File: src/design/ils_pkg.sv
// ----------------------------------------------------------------------------
// ils_pkg: shared definitions for the indexed list store
// Field widths, command and status codes, controller states and the
// command/status structs that join the controller to the datapath.
// ----------------------------------------------------------------------------
package ils_pkg;

   localparam int CAPACITY_DEFAULT = 256;
   localparam int CMD_W            = 3;
   localparam int POS_W            = 9;
   localparam int DATA_W           = 32;
   localparam int STATUS_W         = 2;

   typedef enum logic [CMD_W-1:0] {
      CMD_READ     = 3'd0,
      CMD_INS_HEAD = 3'd1,
      CMD_INS_TAIL = 3'd2,
      CMD_INS_POS  = 3'd3,
      CMD_DELETE   = 3'd4
   } cmd_type;

   typedef enum logic [STATUS_W-1:0] {
      ST_DONE  = 2'd0,
      ST_RANGE = 2'd1,
      ST_FULL  = 2'd2
   } status_type;

   // What the captured command turns out to need, given the current count.
   typedef enum logic [2:0] {
      OUT_READ,
      OUT_REJECT,
      OUT_APPEND,
      OUT_SHIFT_UP,
      OUT_TRIM,
      OUT_SHIFT_DOWN
   } outcome_type;

   typedef enum logic [1:0] {
      RES_DECODE,
      RES_MEM,
      RES_DONE
   } res_sel_type;

   typedef enum logic [2:0] {
      S_IDLE,
      S_CHECK,
      S_READ_WAIT,
      S_UP,
      S_PLACE,
      S_DOWN,
      S_FINISH
   } state_type;

   typedef struct packed {
      logic        capture;
      logic        read_pos;
      logic        begin_up;
      logic        step_up;
      logic        place;
      logic        begin_down;
      logic        step_down;
      logic        drop_last;
      logic        set_result;
      res_sel_type res_sel;
      logic        load_out;
   } ctrl_type;

   typedef struct packed {
      outcome_type outcome;
      logic        up_last;
      logic        down_last;
      logic        out_free;
   } stat_type;

endpackage

File: src/design/ils_controller.sv
// ----------------------------------------------------------------------------
// ils_controller: command sequencer for the indexed list store
// Steps one transaction through decode, entry moves and the hand-over of
// its result to the output register.
// ----------------------------------------------------------------------------
module ils_controller (
   input  logic              clock,
   input  logic              reset,
   input  logic              req_valid,
   output logic              req_ready,
   input  ils_pkg::stat_type stat,
   output ils_pkg::ctrl_type ctrl
);
   import ils_pkg::*;

   state_type state_ff;
   state_type state_in;

   always_comb begin
      state_in = state_ff;
      case (state_ff)
         S_IDLE: begin
            if (req_valid) begin
               state_in = S_CHECK;
            end
         end
         S_CHECK: begin
            case (stat.outcome)
               OUT_READ:       state_in = S_READ_WAIT;
               OUT_SHIFT_UP:   state_in = S_UP;
               OUT_SHIFT_DOWN: state_in = S_DOWN;
               default:        state_in = S_FINISH;
            endcase
         end
         S_READ_WAIT: state_in = S_FINISH;
         S_UP: begin
            if (stat.up_last) begin
               state_in = S_PLACE;
            end
         end
         S_PLACE: state_in = S_FINISH;
         S_DOWN: begin
            if (stat.down_last) begin
               state_in = S_FINISH;
            end
         end
         S_FINISH: begin
            if (stat.out_free) begin
               state_in = S_IDLE;
            end
         end
         default: state_in = S_IDLE;
      endcase
   end

   always_comb begin
      ctrl      = '0;
      ctrl.res_sel = RES_DONE;
      req_ready = 1'b0;
      case (state_ff)
         S_IDLE: begin
            req_ready    = 1'b1;
            ctrl.capture = req_valid;
         end
         S_CHECK: begin
            case (stat.outcome)
               OUT_READ: ctrl.read_pos = 1'b1;
               OUT_APPEND: begin
                  ctrl.place      = 1'b1;
                  ctrl.set_result = 1'b1;
               end
               OUT_SHIFT_UP: ctrl.begin_up = 1'b1;
               OUT_TRIM: begin
                  ctrl.drop_last  = 1'b1;
                  ctrl.set_result = 1'b1;
               end
               OUT_SHIFT_DOWN: ctrl.begin_down = 1'b1;
               default: begin
                  ctrl.set_result = 1'b1;
                  ctrl.res_sel    = RES_DECODE;
               end
            endcase
         end
         S_READ_WAIT: begin
            ctrl.set_result = 1'b1;
            ctrl.res_sel    = RES_MEM;
         end
         S_UP: ctrl.step_up = 1'b1;
         S_PLACE: begin
            ctrl.place      = 1'b1;
            ctrl.set_result = 1'b1;
         end
         S_DOWN: begin
            ctrl.step_down = 1'b1;
            if (stat.down_last) begin
               ctrl.drop_last  = 1'b1;
               ctrl.set_result = 1'b1;
            end
         end
         S_FINISH: ctrl.load_out = stat.out_free;
         default: ctrl = '0;
      endcase
   end

   always_ff @(posedge clock) begin
      if (reset) begin
         state_ff <= S_IDLE;
      end else begin
         state_ff <= state_in;
      end
   end

endmodule

File: config.mk
export PLATFORM = sky130hd
export DESIGN_NAME = ils_controller
export DESIGN_NICKNAME = d
export VERILOG_FILES = /design/src/design/ils_pkg.sv /design/src/design/ils_controller.sv
export SDC_FILE = /design/constraint.sdc
export NUM_CORES = 1
export LEC_CHECK = 0
export BUFFER_PORTS_ARGS = -buffer_cell sky130_fd_sc_hd__buf_4
export CORE_AREA = 2 2 39 41
export DETAILED_ROUTE_END_ITERATION = 6
export DIE_AREA = 0 0 41 43
export GPL_TIMING_DRIVEN = 0
export PLACE_DENSITY = 0.58
export SLEW_MARGIN = 40
export SYNTH_ARGS = -nofsm -noshare
export SYNTH_HDL_FRONTEND = slang
export SYNTH_SLANG_ARGS = --single-unit
File: constraint.sdc
create_clock -name clock -period 1.3 [get_ports clock]
set_clock_uncertainty 0.15 [all_clocks]
set_input_delay 0 -clock clock [delete_from_list [all_inputs] [get_ports clock]]
set_output_delay 0 -clock clock [all_outputs]
set_load 0.05 [all_outputs]
# == Word-level counts from Yosys, hierarchy flattened ==
# Index checks and enable logic that the tools add are counted.
# totals
reg_bits,3
in_bits,9
output_inout_bits,13
word_cells,47
# classes
eq_ne,14
n_mux,25
n_reduce_logical,7
# op_table
op,count
$pmux 3 s6,1
$eq 3x3->1 const B,5
$eq 3x2->1 const B,4
$mux 1,12
$mux 3,4
$reduce_or 5->1,2
$pmux 3 s3,1
$ne 2x2->1 const B,4
$logic_not 3->1,2
$mux 2,3
$pmux 2 s3,1
$pmux 1 s2,2
$reduce_and 4->1,1
$eq 3x1->1 const B,1
$pmux 1 s3,1
$reduce_or 3->1,1
$reduce_or 2->1,1

# == Depth between registers and ports, before layout ==
# Gate-level depths: netlist (run 1).
# depth
ltp_word,4
depth_mapped,5
mapped_depth_nobuf,4

# == Worst setup path before layout (run 1) ==
# OpenSTA, ideal clock, no wires.
# synth_timing
path_type,reg-to-output
start,register state_ff[0]
end,output ctrl[11] (netlist name)
t_arrival_ns,2.206
required_ns,1.150
path_slack_ns,-1.056
path_stages_with_launch,4
n_path_buf,1
path_cell_list,dfxtp_1 buf_4 nor3_1 and2_1
# synth_rtl
element,line,rtl
"start, declared",ils_controller.sv:16,state_type state_ff;
"start signal, assigned",ils_controller.sv:109,state_ff <= state_in;
"end, declared",ils_controller.sv:12,output ils_pkg::ctrl_type ctrl

==> results of run 1 <==
final cells by class:
class	instances	share of cell area (%)
Multi-Input combinational cell	48	50.4
Tap cell	16	2.01
Sequential cell	3	6.89
Timing Repair Buffer	32	31.5
Inverter	2	0.752
Clock buffer	4	2.63
Buffer	4	5.89
logic make-up after synthesis:
family          count (synthesis)  synth area share [%]
flops                           3                  15.2
compound gates                 17                  26.9
simple gates                   28                  39.9
buf+inv                         6                  11.4
xor+xnor                        3                  6.65
synth_stat cells (2+ instances only):
cell,number
nor3_1,4
o22ai_1,2
a21oi_1,7
inv_1,2
nand2_1,3
nor3b_1,4
buf_4,2
o21ai_0,2
buf_6,2
nor2_1,7
xnor2_1,2
dfxtp_1,3
metal layers:
layer | up-vias | global-route usage (%)
li1 | 282 | -
met1 | 271 | 23.2
met2 | 20 | 31.6
met3 | 6 | 7.33
met4 | 0 | 8.00
met5 | - | 0
critical path: stages, from the launching register on:
cell	delay (ns)
dfxtp_2	0.34
nor2b_4	0.17
nor4bb_4	0.22
a21oi_2	0.07
nor2_4	0.12
buf_6	0.16
power groups by stage:
stage / Combinational (uW) / Sequential [uW] / Clock, uW
after floorplan: 1050 / 176 / 0
after global placement: 1310 / 188 / 0
after detailed placement: 1310 / 187 / 0
after CTS: 1700 / 182 / 167
after global routing: 1960 / 195 / 197
final: 1860 / 190 / 175
worst min path at each step:
stage / to / cells past startpoint / slack [ns]
after floorplan: state_ff[1]$_SDFFE_PP0P_ / 1 / -0.09
after global placement: state_ff[1]$_SDFFE_PP0P_ / 2 / 0.02
after detailed placement: state_ff[1]$_SDFFE_PP0P_ / 2 / 0.03
after CTS: state_ff[0]$_SDFFE_PP0P_ / 3 / 0.01
after global routing: state_ff[0]$_SDFFE_PP0P_ / 3 / 0.01
final: state_ff[0]$_SDFFE_PP0P_ / 3 / 0.002
through the flow:
stage,cell area [um^2],setup slack (ns),utilization (%),instances
floorplan,513,-0.170,-,57
global placement,683,-0.158,49.4,93
detailed placement,683,-0.147,49.4,93
CTS,943,-0.149,68.2,107
global route,998,-0.226,72.2,109
finish,998,-0.162,72.2,109
repair_timing:
item                                    in CTS  in global routing
buffers inserted                             6                  2
pin swaps                                   11                  6
gates resized for setup                     35                 12
endpoints found under the setup margin      14                 16
endpoints found under the hold margin        3                  0
gates cloned                                 0                  0
hold buffers                                 4                  0
==> results_tabular.tex, run 1 <==
\begin{tabular}{lr}
\hline
Metric & Value \\
\hline
\multicolumn{2}{l}{\textbf{Outcome}} \\
\quad Result of the run & complete, but fails checks \\
\quad Violations in the final reports & setup timing \\
\multicolumn{2}{l}{\textbf{Floorplan}} \\
\quad Effective utilization at floorplan & 28.6\% \\
\quad Die area & 1760 um\^{}2 \\
\quad Die height & 43 um \\
\quad Die width & 41 um \\
\quad Area of the core & 1380 um\^{}2 \\
\quad FP Rows & 14 \\
\quad Top-Level Pins & 22 \\
\multicolumn{2}{l}{\textbf{Clock tree}} \\
\quad Bufs on Longest Clock Path & 2 \\
\quad Register clock-pin slew on the reported worst setup and hold paths & about 0.040 ns \\
\quad Clock tree from TritonCTS & built \\
\quad Clock insertion delay at the later pin of the skew report & around 0.24 ns \\
\quad Clock sink count & 3 \\
\quad Maximum level of the CTS H-tree & 1 \\
\quad CTS Root Buffer Type & clkbuf\_4 \\
\quad Total clock buffers created by CTS & 3 \\
\multicolumn{2}{l}{\textbf{Cells and area}} \\
\quad Layout cells sized above 1 & between 70\% and 80\% \\
\quad Antenna diode count & 0 \\
\quad Largest register FFs & 3 \\
\quad Registers with the highest flip-flop counts & state\_ff x3 \\
\quad Biggest register & state\_ff \\
\quad Number of inserted filler cells in the final layout & a little over 100 \\
\quad Leading cell types in the layout, fill and taps excluded & 15 x buf\_4, 12 x buf\_6, 5 x nor2\_4 \\
\quad Area taken by flip-flops and latches & between 60 and 70 um\^{}2 \\
\quad Layout area overhead & 153\% \\
\quad Net count, final & 103 \\
\quad Commonest non-fill, non-tap cell in the layout & buf\_4 \\
\quad Area of the multi-input gates & $\sim$500 um\^{}2 \\
\multicolumn{2}{l}{\textbf{Logic synthesis}} \\
\quad Main flop type after synthesis & dfxtp\_1 \\
\quad Post-Syn Instances & 57 \\
\quad Fraction of registers with async set or reset after synthesis & 0\% \\
\quad Top area cells in the synthesized netlist & dfxtp\_1 15\%, a21oi\_1 8.9\%, nor3b\_1 7.6\% \\
\quad Distinct cell type count of the synthesized netlist & 29 \\
\quad FF+latch count, synth & 3 \\
\quad Post-Synthesis Cell Area & 395 um\^{}2 \\
\quad Post-synth top area cell & dfxtp\_1 \\
\quad Number of enable flip-flop cells after synthesis & 0 \\
\quad Fraction of synthesized cell area taken by the top area cell type & 15.2\% \\
\quad Sequential share of the synthesized area & between 15 and 20\% \\
\quad Post-synth net total & 66 \\
\quad Syn avg cell area & 6.94 um\^{}2 \\
\quad Synth warnings & 0 \\
\multicolumn{2}{l}{\textbf{GRT}} \\
\quad First-pass GRT wire length & 2.39 mm \\
\quad Overall routing resource usage & about a fifth \\
\quad Maximum number of pins on one net before global-route repair & 11 \\
\quad Antenna violations before repair & 0 \\
\quad Total overflow reported by the global router & 0 \\
\quad Via count of the first global-routing pass & about 550 \\
\multicolumn{2}{l}{\textbf{Setup path}} \\
\quad Arrival time at the worst endpoint & roughly 1.3 ns \\
\quad Type of element launching the critical path & flop \\
\quad Maximum fanout along the worst path & 3 \\
\quad Origin of the critical flop-to-flop path & state\_ff[2]\$\_SDFFE\_PP0P\_ \\
\quad Required @ worst endpoint & about 1.2 ns \\
\quad Worst setup path endpoint & ctrl[7] \\
\quad Origin of the worst setup path & state\_ff[0]\$\_SDFFE\_PP0P\_ \\
\quad Worst Reg-to-Reg Cells & 5 \\
\quad CP Class & reg -> out \\
\quad RR Endpoint & state\_ff[1]\$\_SDFFE\_PP0P\_ \\
\quad CP Capture Type & output port \\
\quad Slack of the worst reg-to-reg path & -0.15 ns \\
\multicolumn{2}{l}{\textbf{Routing}} \\
\quad Post-Route WL & 1.58 mm \\
\quad Number of optimization iterations in the first detailed-route pass & 4 \\
\quad Met2 wire len & approximately 840 um \\
\quad First DRT Iteration DRCs & 15 \\
\quad Max layer used & met4 \\
\quad Total number of vias & 579 \\
\quad Length of routed wiring on met1 & approximately 630 um \\
\quad Post-detailed-route count of antenna-violating nets & 0 \\
\quad DR DRC count & 0 \\
\quad Wire length per cell & 14.5 um \\
\quad Total met3 wirelength after detailed routing & 74 um \\
\quad Via-per-instance ratio & 5.31 \\
\multicolumn{2}{l}{\textbf{Placed design}} \\
\quad RD Place Congestion & between 0.6 and 0.7 \\
\quad Estimated wirelength of the detail-placed design & 870 um \\
\quad Count of port buffers added during placement & 20 \\
\multicolumn{2}{l}{\textbf{Power}} \\
\quad Worst-case vdd ir drop & 1.17 mV \\
\quad Switching power share of the total & 50.8\% \\
\quad Net switching power & 1130 uW \\
\quad Design internal power & 1090 uW \\
\quad Share of total power in the clock network & 7.9\% \\
\quad Pwr/cell area & about 2200 nW/um\^{}2 \\
\quad Part of the total power dissipated in combinational logic & 83.6\% \\
\quad Portion of total power attributed to sequential cells & $\sim$8.6\% \\
\quad Total leakage power & 0.000385 uW \\
\quad PnR Total Power & 2220 uW \\
\multicolumn{2}{l}{\textbf{Min path}} \\
\quad Hold Path Origin & stat[3] \\
\quad Worst min-delay path class & in -> reg \\
\multicolumn{2}{l}{\textbf{Timing}} \\
\quad Setup Viol. Count Final & 16 \\
\quad Worst-Margin Slew & 0.302 ns \\
\quad Worst slew margin relative to its limit & 79.9\% \\
\quad RSZ-0062 raised after global routing & true \\
\quad Fraction of the cycle the final worst path needs & 112\% \\
\quad Sum Neg Setup Slack & -1.45 ns \\
\quad Number of pins with negative max-slew slack in the final report & 0 \\
\quad Worst slack on hold paths & 0.00175 ns \\
\quad Hold violation total from the final report & 0 \\
\quad Max Clock Freq & approximately 0.7 GHz \\
\quad Post-layout worst setup margin & -0.162 ns \\
\quad Minimum period implied by the final worst setup slack & 1.46 ns \\
\multicolumn{2}{l}{\textbf{Run}} \\
\quad Number of maximum-capacitance constraint violations & 0 \\
\hline
\end{tabular}
No activity file was read; power rests on OpenSTA's default activity.
==> run 2: changes to the inputs <==
PLACE_DENSITY = 0.55   (was 0.58)
TNS_END_PERCENT = 20   (was not set)
clock period = 1.78 ns   (was 1.3 ns; I/O delays follow)
==> run 2 against run 1 <==
The run now ends clean. First-iteration DRC count down 47%. Clock power fell by 31%. Design area fell by 35%. Highest routed layer unchanged.
==> results_tabular.tex, run 2 (synthesis results as in run 1) <==
\begin{tabular}{lr}
\hline
Metric & Value \\
\hline
\multicolumn{2}{l}{\textbf{Outcome}} \\
\quad Result of the run & finished, final reports clean (was complete, but fails checks) \\
\multicolumn{2}{l}{\textbf{Timing}} \\
\quad Worst slack on hold paths & 0.00953 ns (was 0.00175 ns) \\
\quad Number of pins with negative max-slew slack in the final report & 0 (unchanged) \\
\quad Hold violation total from the final report & 0 (unchanged) \\
\quad Minimum period implied by the final worst setup slack & 1.72 ns \\
\quad Worst slew margin relative to its limit & 78.8\% (was 79.9\%) \\
\quad Max Clock Freq & 0.580 GHz \\
\quad Setup Viol. Count Final & 0 (was 16) \\
\quad RSZ-0062 raised after global routing & true (unchanged) \\
\quad Fraction of the cycle the final worst path needs & 96.8\% \\
\quad Worst-Margin Slew & 0.317 ns (was 0.302 ns) \\
\multicolumn{2}{l}{\textbf{Cells and area}} \\
\quad Antenna diode count & 0 (unchanged) \\
\quad Leading cell types in the layout, fill and taps excluded & 22 x buf\_4, 7 x nor2\_1, 7 x a21oi\_1 (was 15 x buf\_4, 12 x buf\_6, 5 x nor2\_4) \\
\quad Area of the multi-input gates & 307 um\^{}2 (was 503 um\^{}2) \\
\quad Number of inserted filler cells in the final layout & 149 (was 102) \\
\quad Largest register FFs & 3 (unchanged) \\
\quad Biggest register & state\_ff (unchanged) \\
\quad Layout area overhead & 63.9\% (was 153\%) \\
\quad Commonest non-fill, non-tap cell in the layout & buf\_4 (unchanged) \\
\quad Registers with the highest flip-flop counts & state\_ff x3 (unchanged) \\
\quad Area taken by flip-flops and latches & 60.1 um\^{}2 (was 68.8 um\^{}2) \\
\quad Fin cells & 101 (was 109) \\
\quad Final Cell Area & 648 um\^{}2 (was 998 um\^{}2) \\
\quad Net count, final & 95 (was 103) \\
\quad Layout cells sized above 1 & 38.8\% (was 73.1\%) \\
\multicolumn{2}{l}{\textbf{GRT}} \\
\quad Met2 usage in global routing & 18.8\% (was 31.6\%) \\
\quad Overall routing resource usage & 15.2\% (was 20.0\%) \\
\quad First-pass GRT wire length & 1.75 mm (was 2.39 mm) \\
\quad Grt peak-use layer & met1 (was met2) \\
\quad Total overflow reported by the global router & 0 (unchanged) \\
\quad Met1 Resource Use GR & 19.8\% (was 23.2\%) \\
\quad Antenna violations before repair & 0 (unchanged) \\
\quad Via count of the first global-routing pass & 403 (was 551) \\
\quad Maximum number of pins on one net before global-route repair & 11 (unchanged) \\
\quad Global routing met3 resource utilization & 6.28\% (was 7.33\%) \\
\multicolumn{2}{l}{\textbf{Setup path}} \\
\quad CP Class & reg -> reg (was reg -> out) \\
\quad Required @ worst endpoint & 1.80 ns (was 1.15 ns) \\
\quad Arrival time at the worst endpoint & 1.74 ns (was 1.31 ns) \\
\quad CP Capture Type & flop (was output port) \\
\quad Maximum fanout along the worst path & 10 (was 3) \\
\quad Worst Reg-to-Reg Cells & 5 (unchanged) \\
\quad Type of element launching the critical path & flop (unchanged) \\
\multicolumn{2}{l}{\textbf{Routing}} \\
\quad DR DRC count & 0 (unchanged) \\
\quad Wire length per cell & 11.8 um (was 14.5 um) \\
\quad First DRT Iteration DRCs & 8 (was 15) \\
\quad Total number of vias & 506 (was 579) \\
\quad Via-per-instance ratio & 5.01 (was 5.31) \\
\quad Number of optimization iterations in the first detailed-route pass & 4 (unchanged) \\
\quad Post-detailed-route count of antenna-violating nets & 0 (unchanged) \\
\quad Post-Route WL & 1.20 mm (was 1.58 mm) \\
\multicolumn{2}{l}{\textbf{Power}} \\
\quad Part of the total power dissipated in combinational logic & 76.7\% (was 83.6\%) \\
\quad Total leakage power & 0.000263 uW (was 0.000385 uW) \\
\quad Pwr/cell area & 1650 nW/um\^{}2 (was 2230 nW/um\^{}2) \\
\quad Portion of total power attributed to sequential cells & 12.0\% (was 8.6\%) \\
\quad PnR Total Power & 1070 uW (was 2220 uW) \\
\quad Share of total power in the clock network & 11.3\% (was 7.9\%) \\
\quad Design internal power & 472 uW (was 1090 uW) \\
\quad Net switching power & 596 uW (was 1130 uW) \\
\quad Worst-case vdd ir drop & 0.612 mV (was 1.17 mV) \\
\quad Switching power share of the total & 55.8\% (was 50.8\%) \\
\multicolumn{2}{l}{\textbf{Min path}} \\
\quad Worst hold stages & 3 (unchanged) \\
\quad Worst min-delay path class & in -> reg (unchanged) \\
\multicolumn{2}{l}{\textbf{Floorplan}} \\
\quad Die height & 43 um (unchanged) \\
\quad Top-Level Pins & 22 (unchanged) \\
\quad Area of the core & 1380 um\^{}2 (unchanged) \\
\quad Die width & 41 um (unchanged) \\
\quad Effective utilization at floorplan & 28.6\% (unchanged) \\
\quad Die area & 1760 um\^{}2 (unchanged) \\
\quad FP Rows & 14 (unchanged) \\
\multicolumn{2}{l}{\textbf{Run}} \\
\quad Number of maximum-capacitance constraint violations & 0 (unchanged) \\
\multicolumn{2}{l}{\textbf{Placed design}} \\
\quad DP Cell Count & 93 (unchanged) \\
\quad Count of port buffers added during placement & 20 (unchanged) \\
\quad Placed inst area & 576 um\^{}2 (was 683 um\^{}2) \\
\quad Estimated wirelength of the detail-placed design & 821 um (was 870 um) \\
\quad RD Place Congestion & 0.781 (was 0.695) \\
\multicolumn{2}{l}{\textbf{Clock tree}} \\
\quad Clock sink count & 3 (unchanged) \\
\quad Clock insertion delay at the later pin of the skew report & 0.24 ns (about the same) \\
\quad CTS Root Buffer Type & clkbuf\_4 (unchanged) \\
\quad Maximum level of the CTS H-tree & 1 (unchanged) \\
\quad Register clock-pin slew on the reported worst setup and hold paths & 0.03 ns (was 0.04 ns) \\
\quad Clock tree from TritonCTS & built (unchanged) \\
\quad Total clock buffers created by CTS & 3 (unchanged) \\
\quad Bufs on Longest Clock Path & 2 (unchanged) \\
\hline
\end{tabular}
run 2: cell count changes in the layout (fill, tap and decap cells not counted), sizes merged:
cell	previous run	this run
buf	32	24
run 2: repair_timing:
item	4_1_cts	5_1_grt
setup buffers	0	0
gates resized for setup	0	2
endpoints found under the hold margin	3	0
hold buffers	4	0
endpoints found under the setup margin	0	2
run 2: final timing paths:
kind,end,slack (ns),from
worst min-delay path,state_ff[2]$_SDFFE_PP0P_,0.01,stat[5]
worst max register to register,state_ff[1]$_SDFFE_PP0P_,0.06,state_ff[2]$_SDFFE_PP0P_
worst max-delay path,state_ff[1]$_SDFFE_PP0P_,0.06,state_ff[2]$_SDFFE_PP0P_
worst min register to register,state_ff[0]$_SDFFE_PP0P_,0.49,state_ff[0]$_SDFFE_PP0P_
run 2: critical path, cell delays in order, from the launching register on:
cell and delay, ns:
dfxtp_1 0.36, buf_4 0.20, o21ai_1 0.14, nand3_1 0.09, dlygate4sd3_1 0.58, a21oi_1 0.14
run 2: per-layer routing:
metal / vias up / part of all wire, % / wire length, um
li1: 260 / - / -
met1: 230 / 44 / 526
met2: 14 / 49 / 581
met3: 2 / 5.4 / 65
met4: 0 / 1.8 / 22
met5: - / 0 / 0
run 2: layout make-up:
cell class	count	share of cell area [%]
Multi-Input combinational cell	48	47.3
Sequential cell	3	9.27
Buffer	4	5.79
Tap cell	16	3.09
Inverter	2	1.16
Timing Repair Buffer	24	29.3
Clock buffer	4	4.05
run 2: power by group through the flow:
stage | logic [uW] | registers (uW) | clock network [uW]
after floorplan | 608 | 120 | 0
final | 819 | 128 | 121
after global placement | 796 | 131 | 0
after CTS | 819 | 127 | 127
after global routing | 875 | 134 | 133
after detailed placement | 800 | 130 | 0
run 2: per-stage QoR:
step / utilization, % / setup TNS [ns] / worst slack, ns
5_1_grt: 46.8 / -0.0532 / -0.0287
6_report: 46.8 / 0 / 0.0572
2_1_floorplan: - / -0.543 / -0.134
3_5_place_dp: 41.6 / 0 / 0.423
4_1_cts: 46.4 / 0 / 0.0656
3_3_place_gp: 41.6 / 0 / 0.387
